--- config.mk ---
export PLATFORM = sky130hd
export DESIGN_NAME = ps2_mouse_packet_tracker_unit
export DESIGN_NICKNAME = d
export VERILOG_FILES = /design/src/hw/rtl/pmt_pkg.sv /design/src/hw/rtl/pmt_front.sv /design/src/hw/rtl/pmt_queue.sv /design/src/hw/rtl/pmt_back.sv /design/src/hw/rtl/ps2_mouse_packet_tracker_unit.sv
export SDC_FILE = /design/constraint.sdc
export NUM_CORES = 1
export LEC_CHECK = 0
export ABC_AREA = 0
export BUFFER_PORTS_ARGS = -buffer_cell sky130_fd_sc_hd__buf_2
export CORE_MARGIN = 10
export CORE_UTILIZATION = 60
export CTS_CLUSTER_DIAMETER = 200
export DETAILED_ROUTE_END_ITERATION = 16
export PLACE_DENSITY = 0.82
export SYNTH_ARGS = -nofsm -noshare
export SYNTH_HDL_FRONTEND = slang
export SYNTH_HIERARCHICAL = 1
export SYNTH_SLANG_ARGS = --single-unit
--- constraint.sdc ---
create_clock -name clk -period 14.12 [get_ports clk]
set_input_delay 1.412 -clock clk [delete_from_list [all_inputs] [get_ports clk]]
set_output_delay 1.412 -clock clk [all_outputs]
set_load 0.03 [all_outputs]
--- src/hw/rtl/pmt_pkg.sv ---
`default_nettype none

package pmt_pkg;

    localparam logic [7:0] STAT_READY   = 8'h01;
    localparam logic [7:0] STAT_AUX     = 8'h20;
    localparam logic [7:0] HDR_ALWAYS1  = 8'h08;
    localparam logic [7:0] HDR_OVERFLOW = 8'hC0;

    localparam logic [2:0] CFG_MAX_DELTA     = 3'd0;
    localparam logic [2:0] CFG_X_GAIN        = 3'd1;
    localparam logic [2:0] CFG_Y_GAIN        = 3'd2;
    localparam logic [2:0] CFG_SCREEN_WIDTH  = 3'd3;
    localparam logic [2:0] CFG_SCREEN_HEIGHT = 3'd4;
    localparam logic [2:0] CFG_WHEEL_MODE    = 3'd5;

    localparam logic [7:0] MAX_DELTA_RST = 8'd200;
    localparam logic [7:0] GAIN_RST      = 8'd1;

    localparam int QDEPTH = 2;
    localparam int QPTR_W = (QDEPTH > 1) ? $clog2(QDEPTH) : 1;

    typedef enum logic [1:0] {
        PH_HEADER = 2'd0,
        PH_X      = 2'd1,
        PH_Y      = 2'd2,
        PH_WHEEL  = 2'd3
    } phase_t;

    typedef enum logic {
        KIND_POSITION = 1'b0,
        KIND_SCROLL   = 1'b1
    } kind_t;

    typedef struct packed {
        kind_t      kind;
        logic [2:0] buttons;
        logic [7:0] dx;
        logic [7:0] dy;
        logic [7:0] wheel;
    } cmd_t;

    typedef struct packed {
        logic [7:0]  max_delta;
        logic [7:0]  x_gain;
        logic [7:0]  y_gain;
        logic [15:0] screen_width;
        logic [15:0] screen_height;
        logic        wheel_mode;
    } cfg_t;

endpackage

`default_nettype wire

--- src/hw/rtl/pmt_front.sv ---
`default_nettype none

module pmt_front (
    input  wire logic          clk,
    input  wire logic          rst_n,
    input  wire logic          in_valid,
    input  wire logic [7:0]    status_byte,
    input  wire logic [7:0]    data_byte,
    input  wire logic          wheel_mode,
    output pmt_pkg::cmd_t      cmd,
    output logic               push
);
    import pmt_pkg::*;

    phase_t     phase_reg, phase_next;
    logic [7:0] dx_reg, dx_next;
    logic [7:0] dy_reg, dy_next;
    logic [2:0] btn_reg, btn_next;
    logic       byte_ok;
    logic       hdr_bad;

    assign byte_ok = in_valid && ((status_byte & STAT_READY) != 8'h00)
                     && ((status_byte & STAT_AUX) != 8'h00);
    assign hdr_bad = (data_byte == 8'h00) || ((data_byte & HDR_ALWAYS1) == 8'h00)
                     || ((data_byte & HDR_OVERFLOW) != 8'h00);

    always_comb
    begin
        phase_next = phase_reg;
        if (byte_ok)
        begin
            unique case (phase_reg)
                PH_HEADER: phase_next = hdr_bad ? PH_HEADER : PH_X;
                PH_X:      phase_next = PH_Y;
                PH_Y:      phase_next = wheel_mode ? PH_WHEEL : PH_HEADER;
                PH_WHEEL:  phase_next = PH_HEADER;
                default:   phase_next = PH_HEADER;
            endcase
        end
    end

    always_comb
    begin
        dx_next   = dx_reg;
        dy_next   = dy_reg;
        btn_next  = btn_reg;
        push      = 1'b0;
        cmd.kind    = KIND_POSITION;
        cmd.buttons = btn_reg;
        cmd.dx      = dx_reg;
        cmd.dy      = dy_reg;
        cmd.wheel   = 8'h00;
        if (byte_ok)
        begin
            unique case (phase_reg)
                PH_HEADER:
                begin
                    dx_next = 8'h00;
                    dy_next = 8'h00;
                    if (!hdr_bad)
                        btn_next = data_byte[2:0];
                end
                PH_X:
                    dx_next = data_byte;
                PH_Y:
                begin
                    dy_next = data_byte;
                    cmd.dy  = data_byte;
                    push    = 1'b1;
                end
                PH_WHEEL:
                begin
                    cmd.kind  = KIND_SCROLL;
                    cmd.wheel = data_byte;
                    push      = 1'b1;
                end
                default: ;
            endcase
        end
    end

    always_ff @(posedge clk or negedge rst_n)
    begin
        if (!rst_n)
        begin
            phase_reg <= PH_HEADER;
            dx_reg    <= 8'h00;
            dy_reg    <= 8'h00;
            btn_reg   <= 3'b000;
        end
        else
        begin
            phase_reg <= phase_next;
            dx_reg    <= dx_next;
            dy_reg    <= dy_next;
            btn_reg   <= btn_next;
        end
    end

endmodule

`default_nettype wire

--- src/hw/rtl/pmt_queue.sv ---
`default_nettype none

module pmt_queue (
    input  wire logic          clk,
    input  wire logic          rst_n,
    input  wire logic          push,
    input  wire pmt_pkg::cmd_t push_cmd,
    input  wire logic          pop,
    output pmt_pkg::cmd_t      head_cmd,
    output logic               full,
    output logic               empty
);
    import pmt_pkg::*;

    cmd_t              mem [QDEPTH];
    logic [QPTR_W-1:0] wr_ptr_reg, wr_ptr_next;
    logic [QPTR_W-1:0] rd_ptr_reg, rd_ptr_next;
    logic [QPTR_W:0]   count_reg, count_next;

    assign full     = (count_reg == (QPTR_W+1)'(QDEPTH));
    assign empty    = (count_reg == '0);
    assign head_cmd = mem[rd_ptr_reg];

    always_comb
    begin
        wr_ptr_next = wr_ptr_reg;
        rd_ptr_next = rd_ptr_reg;
        count_next  = count_reg;
        if (push)
            wr_ptr_next = (wr_ptr_reg == QPTR_W'(QDEPTH - 1)) ? '0 : wr_ptr_reg + 1'b1;
        if (pop)
            rd_ptr_next = (rd_ptr_reg == QPTR_W'(QDEPTH - 1)) ? '0 : rd_ptr_reg + 1'b1;
        if (push && !pop)
            count_next = count_reg + 1'b1;
        else if (pop && !push)
            count_next = count_reg - 1'b1;
    end

    always_ff @(posedge clk)
    begin
        if (push)
            mem[wr_ptr_reg] <= push_cmd;
    end

    always_ff @(posedge clk or negedge rst_n)
    begin
        if (!rst_n)
        begin
            wr_ptr_reg <= '0;
            rd_ptr_reg <= '0;
            count_reg  <= '0;
        end
        else
        begin
            wr_ptr_reg <= wr_ptr_next;
            rd_ptr_reg <= rd_ptr_next;
            count_reg  <= count_next;
        end
    end

    a_no_overflow: assert property (@(posedge clk) disable iff (!rst_n)
        push |-> !full || pop)
        else $error("queue write while full");

    a_no_underflow: assert property (@(posedge clk) disable iff (!rst_n)
        pop |-> !empty)
        else $error("queue read while empty");

    a_count_bound: assert property (@(posedge clk) disable iff (!rst_n)
        count_reg <= (QPTR_W+1)'(QDEPTH))
        else $error("queue count out of range");

    a_ptr_gap: assert property (@(posedge clk) disable iff (!rst_n)
        (empty || full) |-> (wr_ptr_reg == rd_ptr_reg))
        else $error("queue pointers disagree with count");

endmodule

`default_nettype wire

--- src/hw/rtl/pmt_back.sv ---
`default_nettype none

module pmt_back #(
    parameter int POS_BITS = 16
) (
    input  wire logic          clk,
    input  wire logic          rst_n,
    input  wire pmt_pkg::cfg_t cfg,
    input  wire pmt_pkg::cmd_t cmd,
    input  wire logic          cmd_valid,
    output logic               cmd_pop,
    output logic               out_valid,
    input  wire logic          out_ready,
    output logic [15:0]        pointer_x,
    output logic [15:0]        pointer_y,
    output logic [2:0]         buttons,
    output logic [7:0]         move_x,
    output logic [7:0]         move_y,
    output logic [7:0]         wheel_delta,
    output logic               report_kind
);
    import pmt_pkg::*;

    localparam int EW = (POS_BITS > 16) ? POS_BITS : 16;
    localparam int SW = EW + 3;
    localparam logic [EW-1:0] POS_MAX = EW'((64'd1 << POS_BITS) - 64'd1);

    function automatic logic [POS_BITS-1:0] move_axis(
        input logic [POS_BITS-1:0] pos,
        input logic [7:0]          raw,
        input logic [7:0]          gain,
        input logic [15:0]         limit,
        input logic                sub,
        input logic [7:0]          mdelta
    );
        logic signed [9:0]    d;
        logic signed [9:0]    m;
        logic signed [18:0]   sc;
        logic signed [SW-1:0] p;
        logic [EW-1:0]        hi;
        logic [EW-1:0]        res;
        d  = $signed({{2{raw[7]}}, raw});
        m  = $signed({2'b00, mdelta});
        if (d > m)
            d = m;
        if (d < -m)
            d = -m;
        sc = d * $signed({1'b0, gain});
        p  = $signed({3'b000, EW'(pos)});
        p  = sub ? (p - SW'(sc)) : (p + SW'(sc));
        hi = (EW'(limit) > POS_MAX) ? POS_MAX : EW'(limit);
        if (p < 0)
            res = '0;
        else if (p > $signed({3'b000, hi}))
            res = hi;
        else
            res = p[EW-1:0];
        return POS_BITS'(res);
    endfunction

    logic [POS_BITS-1:0] pos_x_reg, pos_x_next;
    logic [POS_BITS-1:0] pos_y_reg, pos_y_next;
    logic [EW-1:0]       ext_x;
    logic [EW-1:0]       ext_y;
    logic                out_valid_reg;

    assign cmd_pop = cmd_valid && (!out_valid_reg || out_ready);

    always_comb
    begin
        pos_x_next = pos_x_reg;
        pos_y_next = pos_y_reg;
        if (cmd_pop && (cmd.kind == KIND_POSITION))
        begin
            pos_x_next = move_axis(pos_x_reg, cmd.dx, cfg.x_gain, cfg.screen_width,
                                   1'b0, cfg.max_delta);
            pos_y_next = move_axis(pos_y_reg, cmd.dy, cfg.y_gain, cfg.screen_height,
                                   1'b1, cfg.max_delta);
        end
    end

    assign ext_x = EW'(pos_x_next);
    assign ext_y = EW'(pos_y_next);

    always_ff @(posedge clk or negedge rst_n)
    begin
        if (!rst_n)
        begin
            pos_x_reg     <= '0;
            pos_y_reg     <= '0;
            out_valid_reg <= 1'b0;
        end
        else
        begin
            pos_x_reg <= pos_x_next;
            pos_y_reg <= pos_y_next;
            if (cmd_pop)
                out_valid_reg <= 1'b1;
            else if (out_ready)
                out_valid_reg <= 1'b0;
        end
    end

    always_ff @(posedge clk)
    begin
        if (cmd_pop)
        begin
            pointer_x   <= ext_x[15:0];
            pointer_y   <= ext_y[15:0];
            buttons     <= cmd.buttons;
            move_x      <= cmd.dx;
            move_y      <= cmd.dy;
            wheel_delta <= cmd.wheel;
            report_kind <= cmd.kind;
        end
    end

    assign out_valid = out_valid_reg;

    a_scroll_keeps_pos: assert property (@(posedge clk) disable iff (!rst_n)
        (cmd_pop && cmd.kind == KIND_SCROLL) |=> $stable(pos_x_reg) && $stable(pos_y_reg))
        else $error("scroll report moved the pointer");

    a_pos_wheel_zero: assert property (@(posedge clk) disable iff (!rst_n)
        (out_valid_reg && report_kind == KIND_POSITION) |-> wheel_delta == 8'h00)
        else $error("position report carries scroll data");

    a_no_pop_stalled: assert property (@(posedge clk) disable iff (!rst_n)
        (out_valid_reg && !out_ready) |-> !cmd_pop)
        else $error("command taken while output stalled");

endmodule

`default_nettype wire

--- src/hw/rtl/ps2_mouse_packet_tracker_unit.sv ---
`default_nettype none
// PS/2 mouse packet tracker.
// s_* channel: one word per controller read, status byte and data byte.
// Words without data-ready and auxiliary status bits are dropped silently.
// Header, X and Y bytes (plus a scroll byte in wheel mode) form a packet; a
// position report leaves after the Y byte and a scroll report after the
// scroll byte. Other words produce no report.
// m_* channel: one report word, m_tuser gives the kind (0 position, 1 scroll).
// The command for a report is written into the queue and then into the output
// register, from which the m_* channel takes it.
// Throughput: one word per cycle while s_tready is high; the front decoder
// feeds a two-entry command queue and the back end updates the pointer with
// one multiply, add and clamp per axis.
// When m_tready is low the report holds, the queue fills, and s_tready drops
// once both queue entries are taken.
// Reset clears packet phase, pointer, buttons, deltas and queue, and loads
// max_delta 200, gains 1, screen size 0 and wheel mode off.
// cfg_we/cfg_index/cfg_data write a register per cycle; unknown indexes are
// ignored.

module ps2_mouse_packet_tracker_unit #(
    parameter int POS_BITS = 16
) (
    input  wire logic        clk,
    input  wire logic        rst_n,
    input  wire logic        s_tvalid,
    output logic             s_tready,
    input  wire logic [15:0] s_tdata,   // status_byte[7:0], data_byte[15:8]
    output logic             m_tvalid,
    input  wire logic        m_tready,
    // pointer_x[15:0], pointer_y[31:16], left_down[32], right_down[33],
    // middle_down[34], move_x[42:35], move_y[50:43], wheel_delta[58:51], zero
    output logic [63:0]      m_tdata,
    output logic [0:0]       m_tuser,   // report_kind[0]
    input  wire logic        cfg_we,
    input  wire logic [2:0]  cfg_index,
    input  wire logic [15:0] cfg_data
);
    import pmt_pkg::*;

    cfg_t        cfg_reg;
    cmd_t        front_cmd;
    cmd_t        head_cmd;
    logic        push;
    logic        pop;
    logic        q_full;
    logic        q_empty;
    logic        in_take;
    logic [15:0] pointer_x;
    logic [15:0] pointer_y;
    logic [2:0]  buttons;
    logic [7:0]  move_x;
    logic [7:0]  move_y;
    logic [7:0]  wheel_delta;
    logic        report_kind;

    always_ff @(posedge clk or negedge rst_n)
    begin
        if (!rst_n)
        begin
            cfg_reg.max_delta     <= MAX_DELTA_RST;
            cfg_reg.x_gain        <= GAIN_RST;
            cfg_reg.y_gain        <= GAIN_RST;
            cfg_reg.screen_width  <= 16'd0;
            cfg_reg.screen_height <= 16'd0;
            cfg_reg.wheel_mode    <= 1'b0;
        end
        else if (cfg_we)
        begin
            unique case (cfg_index)
                CFG_MAX_DELTA:     cfg_reg.max_delta     <= cfg_data[7:0];
                CFG_X_GAIN:        cfg_reg.x_gain        <= cfg_data[7:0];
                CFG_Y_GAIN:        cfg_reg.y_gain        <= cfg_data[7:0];
                CFG_SCREEN_WIDTH:  cfg_reg.screen_width  <= cfg_data;
                CFG_SCREEN_HEIGHT: cfg_reg.screen_height <= cfg_data;
                CFG_WHEEL_MODE:    cfg_reg.wheel_mode    <= cfg_data[0];
                default: ;
            endcase
        end
    end

    assign s_tready = !q_full;
    assign in_take  = s_tvalid && !q_full;

    pmt_front u_front (
        .clk         (clk),
        .rst_n       (rst_n),
        .in_valid    (in_take),
        .status_byte (s_tdata[7:0]),
        .data_byte   (s_tdata[15:8]),
        .wheel_mode  (cfg_reg.wheel_mode),
        .cmd         (front_cmd),
        .push        (push)
    );

    pmt_queue u_queue (
        .clk      (clk),
        .rst_n    (rst_n),
        .push     (push),
        .push_cmd (front_cmd),
        .pop      (pop),
        .head_cmd (head_cmd),
        .full     (q_full),
        .empty    (q_empty)
    );

    pmt_back #(
        .POS_BITS (POS_BITS)
    ) u_back (
        .clk         (clk),
        .rst_n       (rst_n),
        .cfg         (cfg_reg),
        .cmd         (head_cmd),
        .cmd_valid   (!q_empty),
        .cmd_pop     (pop),
        .out_valid   (m_tvalid),
        .out_ready   (m_tready),
        .pointer_x   (pointer_x),
        .pointer_y   (pointer_y),
        .buttons     (buttons),
        .move_x      (move_x),
        .move_y      (move_y),
        .wheel_delta (wheel_delta),
        .report_kind (report_kind)
    );

    assign m_tdata = {5'b00000, wheel_delta, move_y, move_x, buttons, pointer_y, pointer_x};
    assign m_tuser = report_kind;

endmodule

`default_nettype wire
==> results of run 1 <==
-- through the flow --
stage / cell area, sq um / util, % / setup slack [ns] / hold slack, ns / cells
5_1_grt: 20300 / 66.2 / 0.377 / 0.487 / 2228
3_3_place_gp: 19500 / 63.7 / 1.59 / 0.448 / 2183
6_report: 20300 / 66.2 / 1.36 / 0.471 / 2229
4_1_cts: 20300 / 66.2 / 1.30 / 0.471 / 2228
2_1_floorplan: 18800 / - / 2.94 / 0.438 / 1730
3_5_place_dp: 19500 / 63.7 / 1.32 / 0.459 / 2183
-- synthesized netlist by cell type (all sizes together) (8+ instances only) --
cell / n
mux2: 103
inv: 315
o21ai: 71
clkbuf: 23
nor3: 11
xor2: 11
a21oi: 45
mux2i: 44
xnor2: 35
dfrtp: 110
nand4: 12
nand2: 143
a22o: 8
edfxtp: 116
ha: 166
nand2b: 12
a21o: 24
o21a: 15
nor2: 41
fa: 162
nand3: 10
and2: 97
buf: 24
nor2b: 40
-- area by class of cell --
| cell class | count | area share (%) |
|---|---|---|
| Sequential cell | 231 | 31.3 |
| Timing Repair Buffer | 104 | 2.69 |
| Multi-Input combinational cell | 1137 | 53.9 |
| Inverter | 315 | 5.82 |
| Tap cell | 396 | 2.44 |
| Antenna cell | 1 | 0.0123 |
| Clock inverter | 9 | 0.431 |
| Clock buffer | 36 | 3.38 |
-- final timing paths --
path                               startpoint             endpoint  slack [ns]
max                        u_queue/rd_ptr_reg  u_back/pointer_y[2]        1.36
min                         u_front/dx_reg[5]   u_queue/mem[1][21]        0.47
max reg2reg                u_queue/rd_ptr_reg  u_back/pointer_y[2]        1.36
min reg2reg                 u_front/dx_reg[5]   u_queue/mem[1][21]        0.47
max in group asynchronous               rst_n  u_back/pos_x_reg[7]       11.84
min in group asynchronous               rst_n   u_front/btn_reg[0]        0.93
-- worst register-to-register path, delay by kind of cell, from the launching register on --
| family | cells | cell delay (ns) |
|---|---|---|
| AO/OA/AOI/OAI | 17 | 4.40 |
| adder cells (fa/ha/maj) | 9 | 3.76 |
| AND/OR/NAND/NOR | 8 | 1.73 |
| multiplexers | 3 | 1.09 |
| buffers and inverters | 5 | 0.96 |
| flip-flops | 1 | 0.37 |
| XOR/XNOR | 1 | 0.19 |
-- metal layers --
metal	share of wire (%)	vias to the layer above	GRT usage, %
met3	6.6	76	3.68
met2	47	412	35.4
met1	43	6184	28.9
met5	0.065	-	0
met4	2.8	4	6.12
li1	-	5841	-
-- cells by family (layout without fill, tap and decap cells) --
family	count (synthesis)	after routing	synth area share, %
buffers and inverters	362	464	7.75
AO/OA/AOI/OAI	209	209	7.30
XOR/XNOR	46	46	2.15
multiplexers	147	147	9.00
AND/OR/NAND/NOR	402	402	11.4
adder cells (fa/ha/maj)	328	328	28.4
flip-flops	231	231	34.0
other	1	6	0.0200
==> results by stage, run 1 <==
Critical path:
- The critical path is of the flip-flop to flip-flop type.
- The required time at the endpoint of the critical path is 14.34 ns.
- The category of the worst setup path capture point is a flip-flop.
- The maximum net fanout on the critical path is 18.
- The total buffers and inverters traversed by the critical path is 5.
- The worst register-to-register path has a depth of 43.
- STA classifies the critical path startpoint as a flip-flop.
- Counting buffers and inverters, the worst setup path is 43 cells deep.
- Data on the critical path arrives at its endpoint at 12.98 ns.
- The gate family responsible for the most delay along the worst path is compound AO/OA/AOI/OAI gates.
- The most numerous cell on the critical path is sky130_fd_sc_hd__fa_1.
- The largest stage delay on the critical path is 0.63 ns.
- The slowest cell on the critical path is sky130_fd_sc_hd__o31ai_4.

STA:
- In this run the tightest slew margin relative to its limit is 17.8%.
- On the final layout, the worst clock skew is 0.0124 ns.
- The worst path in the final design needs a cycle of 12.76 ns, including I/O delays and setup.
- The sum of negative setup slack is 0 ns.
- The final max-slew violation count is 0.
- The final cycle utilization of the critical path is 90.4%.
- The final number of setup-violating endpoints is 0.
- The measured slew at the worst slew-check pin is 1.23 ns.
- Setup repair after global routing left no endpoint under its margin.
- The number of endpoints with negative hold slack in the final report is 0.
- The maximum clock rate is 78.4 MHz.

Floorplanning:
- The vertical extent of the die is 197 um.
- The floorplan step set the die width to 197 um.
- The initial core utilization is 61.1%.
- The floorplan step defined a die boundary enclosing 38700 sq um.
- The count of boundary I/O pins is 107.
- The area of the core is 30700 sq um.
- The row count is 64.

Synthesis:
- The most instantiated flip-flop cell in the synthesis netlist is sky130_fd_sc_hd__edfxtp_1.
- The number of synthesis warnings is 6.
- Synthesis instantiated 77 different standard cells from the library.
- Averaged over all synthesized cells, the footprint is 10.9 sq um.
- Of the post-synthesis cell area, the dominant cell type holds 18.6%.
- For this run, asynchronously set or reset flops after synthesis account for 49.8%.
- The sequential element share of the synthesized area is 34.0%.
- The largest total area in the synthesized netlist belongs to sky130_fd_sc_hd__edfxtp_1.
- Ranked by total cell area, the synthesized netlist is headed by sky130_fd_sc_hd__edfxtp_1, sky130_fd_sc_hd__fa_1, sky130_fd_sc_hd__dfrtp_1.
- Yosys mapped a number of flops with a built-in enable equal to 116.
- The synthesized design contains 231 register bits.
- The number of cells produced by synthesis is 1726.
- The cell area after synthesis is 18700 sq um.

Global routing:
- The first global-routing pass estimated 68100 um of wire.
- The pin count of the biggest net entering global routing is 66.
- The number of antenna violations at the first check in global routing is 3.
- The overflow left after global routing is 0.
- The number of global-route vias before repair is 13200.
- The overall fraction of global-route tracks in use is 21.5%.

Layout:
- Of the cells placed in the final design, the portion with a size suffix greater than 1 is 14.7%.
- The most common library cell in the layout ignoring fill and taps is sky130_fd_sc_hd__inv_1.
- Summing all multi-input logic gate instances after layout gives 10900 sq um.
- Counting the fill cells in the layout gives 2246.
- The number of flip-flops in the largest register is 57.
- Compared with the post-synthesis result, the final layout area differs by 8.35%.
- The net count reported at finish is 2182.
- The top cell types in the final layout, fill and taps aside, are sky130_fd_sc_hd__inv_1, sky130_fd_sc_hd__ha_1, sky130_fd_sc_hd__fa_1.
- The area taken by flip-flops and latches is 6370 sq um.

Routing:
- After detailed routing, the number of remaining DRC violations is 0.
- The number of DRC markers in iteration 0 is 957.
- The post-detailed-route count of antenna-violating nets is 0.
- After detailed routing, the average wire length per cell comes to 18.5 um.
- Summed over all layers, the routed wires come to 41200 um.
- The first TritonRoute pass finished after 5 iterations.
- The total number of vias is 12500.
- The via-per-instance ratio is 5.62.

Clock network:
- The clock net in this run drives a total of 231 sinks.
- Buffers added to address setup during post-CTS repair amount to 0.
- TritonCTS built the clock tree.
- The number of buffers inserted by hold repair at cts is 0.
- The root buffer cell is sky130_fd_sc_hd__clkbuf_16.
- The worst-case clock buffer depth is 3.
- In this run, CTS created clock tree buffers numbering 25.
- After clock tree synthesis, the repair step resized 0 gates.
- For the worst-skew pair, the clock arrives at the later sink with an insertion delay of 0.52 ns.
- The deepest level of the CTS H-tree is 1.
- The clock-pin slew on the worst setup and hold paths is 0.06 ns.

Run status:
- The flow ran to the end, and the final reports show no timing, DRC or antenna violations.

Hold path:
- The cell count of the worst hold path is 0.
- The worst hold path class is flip-flop to flip-flop.

Place:
- The final HPWL from detailed placement is 32000 um.
- The count of buffers added on input and output ports is 95.
- The final weighted congestion in routability-driven placement is 0.926.

Flow run:
- The number of violations of the max-capacitance limit is 0.
Power of run 1 is not shown: default switching activity piles up to over one toggle a cycle in this logic, so the estimate is an artifact.
==> inputs of run 2 (changes only) <==
--- a/config.mk
+++ b/config.mk
@@ -6,12 +6,12 @@
 export NUM_CORES = 1
 export LEC_CHECK = 0
 export ABC_AREA = 0
-export BUFFER_PORTS_ARGS = -buffer_cell sky130_fd_sc_hd__buf_2
 export CORE_MARGIN = 10
-export CORE_UTILIZATION = 60
+export CORE_UTILIZATION = 46
 export CTS_CLUSTER_DIAMETER = 200
 export DETAILED_ROUTE_END_ITERATION = 16
-export PLACE_DENSITY = 0.82
+export DONT_BUFFER_PORTS = 1
+export PLACE_DENSITY = 0.64
 export SYNTH_ARGS = -nofsm -noshare
 export SYNTH_HDL_FRONTEND = slang
 export SYNTH_HIERARCHICAL = 1
==> run 2 against run 1 <==
Final cell count increased by 1.7%. Flip-flop and latch count unchanged. Die area increased by 27%. Critical path depth unchanged. Setup slack got worse by 0.18 ns. Final area decreased by 1.1%. Routed wire length decreased by 2.8%. Non-clock buffer count decreased by 94. Clock-buffer cell count decreased by 1. Clock skew decreased by 0.0010 ns. Critical path type unchanged. Highest routed layer is now met4.
==> results by stage, run 2 (synthesis gave the netlist of run 1 again) <==
Floorplanning:
- The count of boundary I/O pins is 107 (unchanged).
- The die boundary width is 222 um (+13%).
- The die footprint is 49200 sq um (+27%).
- The initial core utilization is 46.9% (-14 points).
- The row count is 73 (+14%).
- The area of the core is 40000 sq um (+30%).
- The vertical extent of the die is 222 um (+13%).

Place:
- The final HPWL from detailed placement is 31400 um (-2.1%).
- The number of buffer cells added on primary ports is 0 (-100%).
- The final weighted congestion in routability-driven placement is 0.864 (-6.7%).

STA:
- The final max-slew violation count is 0 (unchanged).
- The maximum clock rate is 77.3 MHz (-1.4%).
- The worst-case hold slack is 0.468 ns (-0.00340 ns).
- The worst clock skew is 0.0114 ns (-0.00100 ns).
- The final cycle utilization of the critical path is 91.6% (+1.3 points).
- The final number of setup-violating endpoints was 0 (unchanged).
- The clock period minus worst slack is 12.94 ns (+0.178 ns).
- Setup repair after global routing left no endpoint under its margin.
- The measured slew at the worst slew-check pin was 1.24 ns (+0.0113 ns).
- The relative max-transition margin is 17.1% (-0.75 points).
- The number of endpoints with negative hold slack in the final report is 0 (unchanged).
- The sum of negative setup slack is 0 ns (unchanged).

Clock network:
- The clock-pin slew on the worst setup and hold paths was 0.06 ns (about the same).
- The post-CTS setup buffer count is 0 (unchanged).
- The root buffer cell is sky130_fd_sc_hd__clkbuf_16.
- The post-cts repair resize count is 0 (unchanged).
- The deepest level of the CTS H-tree is 1 (unchanged).
- The CTS sink count came to 231 (unchanged).
- The number of buffers inserted by hold repair at cts was 0 (unchanged).
- The worst-case clock buffer depth is 3 (unchanged).
- The total clock buffers created by CTS is 26 (+4.0%).
- TritonCTS built the clock tree.
- The source-to-sink clock delay at the later pin of the worst-skew pair came to 0.54 ns (+0.02 ns).

Critical path:
- The maximum net fanout on the critical path came to 18 (unchanged).
- The worst setup path is launched from a flip-flop.
- STA classifies the critical path endpoint as a flip-flop.
- The slowest cell on the critical path is sky130_fd_sc_hd__dfrtp_1.
- The arrival time at the worst endpoint is 13.25 ns (+0.27 ns).
- The required time at the endpoint of the critical path is 14.43 ns (+0.09 ns).
- The largest stage delay on the critical path is 0.69 ns (+0.06 ns).
- In this design, the critical path's most frequently occurring cell is sky130_fd_sc_hd__fa_1.
- The type of the worst setup path is flip-flop to flip-flop.
- The flop-to-flop setup slack is 1.18 ns (-0.18 ns).

Routing:
- The wire length reported by the detailed router is 40100 um (-2.8%).
- The via-per-instance ratio was 5.14 (-8.5%).
- The number of DRC markers in iteration 0 is 640 (-33%).
- The wire length per cell is 17.7 um (-4.4%).
- The number of search-and-repair iterations in the first detailed-routing pass is 5 (unchanged).
- The total number of vias is 11600 (-7.0%).
- The post-route DRC violation count was 0 (unchanged).
- The post-detailed-route count of antenna-violating nets is 0 (unchanged).

Global routing:
- The first-pass GRT wire length was 65800 um (-3.4%).
- The number of global-route vias before repair was 12100 (-8.5%).
- The overall fraction of global-route tracks in use was 16.3% (-5.2 points).
- The number of antenna violations at the first check in global routing is 1 (-2).
- The overflow left after global routing is 0 (unchanged).
- The pin count of the biggest net entering global routing is 116 (+76%).

Layout:
- The antenna diode count is 0 (-1).
- The ratio of cells with drive above 1 in the final layout is 10.4% (-4.3 points).
- The library cell used most frequently in the layout, excluding fill and tap cells, is sky130_fd_sc_hd__inv_1.
- The net count reported at finish was 2089 (-4.3%).
- The number of flip-flops in the largest register is 57 (unchanged).
- The filler cell count in the final layout was 3572 (+59%).
- Leaving out fill and tap cells, the most frequent cells in the layout are sky130_fd_sc_hd__inv_1, sky130_fd_sc_hd__ha_1, sky130_fd_sc_hd__fa_1.
- The area growth from synthesis to layout is 7.12%.

Hold path:
- In this run the worst hold path is classified as flip-flop to flip-flop.

Run status:
- The run finished with clean final reports.

Flow run:
- The number of violations of the max-capacitance limit was 0 (unchanged).
run 2: changes by cell type in the layout (fill, tap and decap cells not counted), moves of 2 or more:
cell	before	now
sky130_fd_sc_hd__buf_2	94	0
sky130_fd_sc_hd__clkbuf_1	9	7
sky130_fd_sc_hd__clkbuf_16	25	27
sky130_fd_sc_hd__clkinv_2	2	5
sky130_fd_sc_hd__inv_6	0	2
run 2: final timing paths:
check | startpoint | endpoint | cells past startpoint
max reg2reg | u_queue/rd_ptr_reg | u_back/pointer_y[0] | 43
min reg2reg | u_front/btn_reg[0] | u_queue/mem[1][24] | 0
max in group asynchronous | rst_n | cfg_reg[33] | 0
min in group asynchronous | rst_n | u_front/dy_reg[6] | 0
max | u_queue/rd_ptr_reg | u_back/pointer_y[0] | 43
min | u_front/btn_reg[0] | u_queue/mem[1][24] | 0
run 2: area by class of cell:
type	instances	area, sq um	area share [%]
multi-input cells	1137	10900	54.5
flip-flops and latches	231	6370	31.7
clock buffers	35	716	3.56
clock inverters	13	135	0.673
well taps	525	657	3.27
inverters	315	1180	5.89
repair buffers	10	75.1	0.374
run 2: worst max-delay path: cells and delay by family, from the launching register on:
| family | cells | cell delay, ns |
|---|---|---|
| AND/OR/NAND/NOR | 9 | 1.83 |
| flip-flops | 1 | 0.69 |
| AO/OA/AOI/OAI | 17 | 4.41 |
| XOR/XNOR | 1 | 0.22 |
| adder cells (fa/ha/maj) | 9 | 3.77 |
| buffers and inverters | 5 | 0.95 |
| multiplexers | 2 | 0.83 |
run 2: per-stage QoR:
step,setup WS [ns],utilization [%],instances,area (sq um)
finish,1.18,50.2,2266,20100
global placement,1.12,48.1,2218,19200
CTS,0.856,50.2,2266,20100
detailed placement,0.916,48.1,2218,19200
global route,0.189,50.2,2266,20100
floorplan,2.94,-,1730,18800
run 2: per-layer routing:
layer  GRT usage, %  share of wire [%]  vias up
met5              0                  0        -
li1               -                  -     5650
met3           4.34                6.4       34
met2           25.6                 45      234
met4           2.82                1.3        0
met1           22.5                 48     5723
Power of run 2 is left out for the same reason.
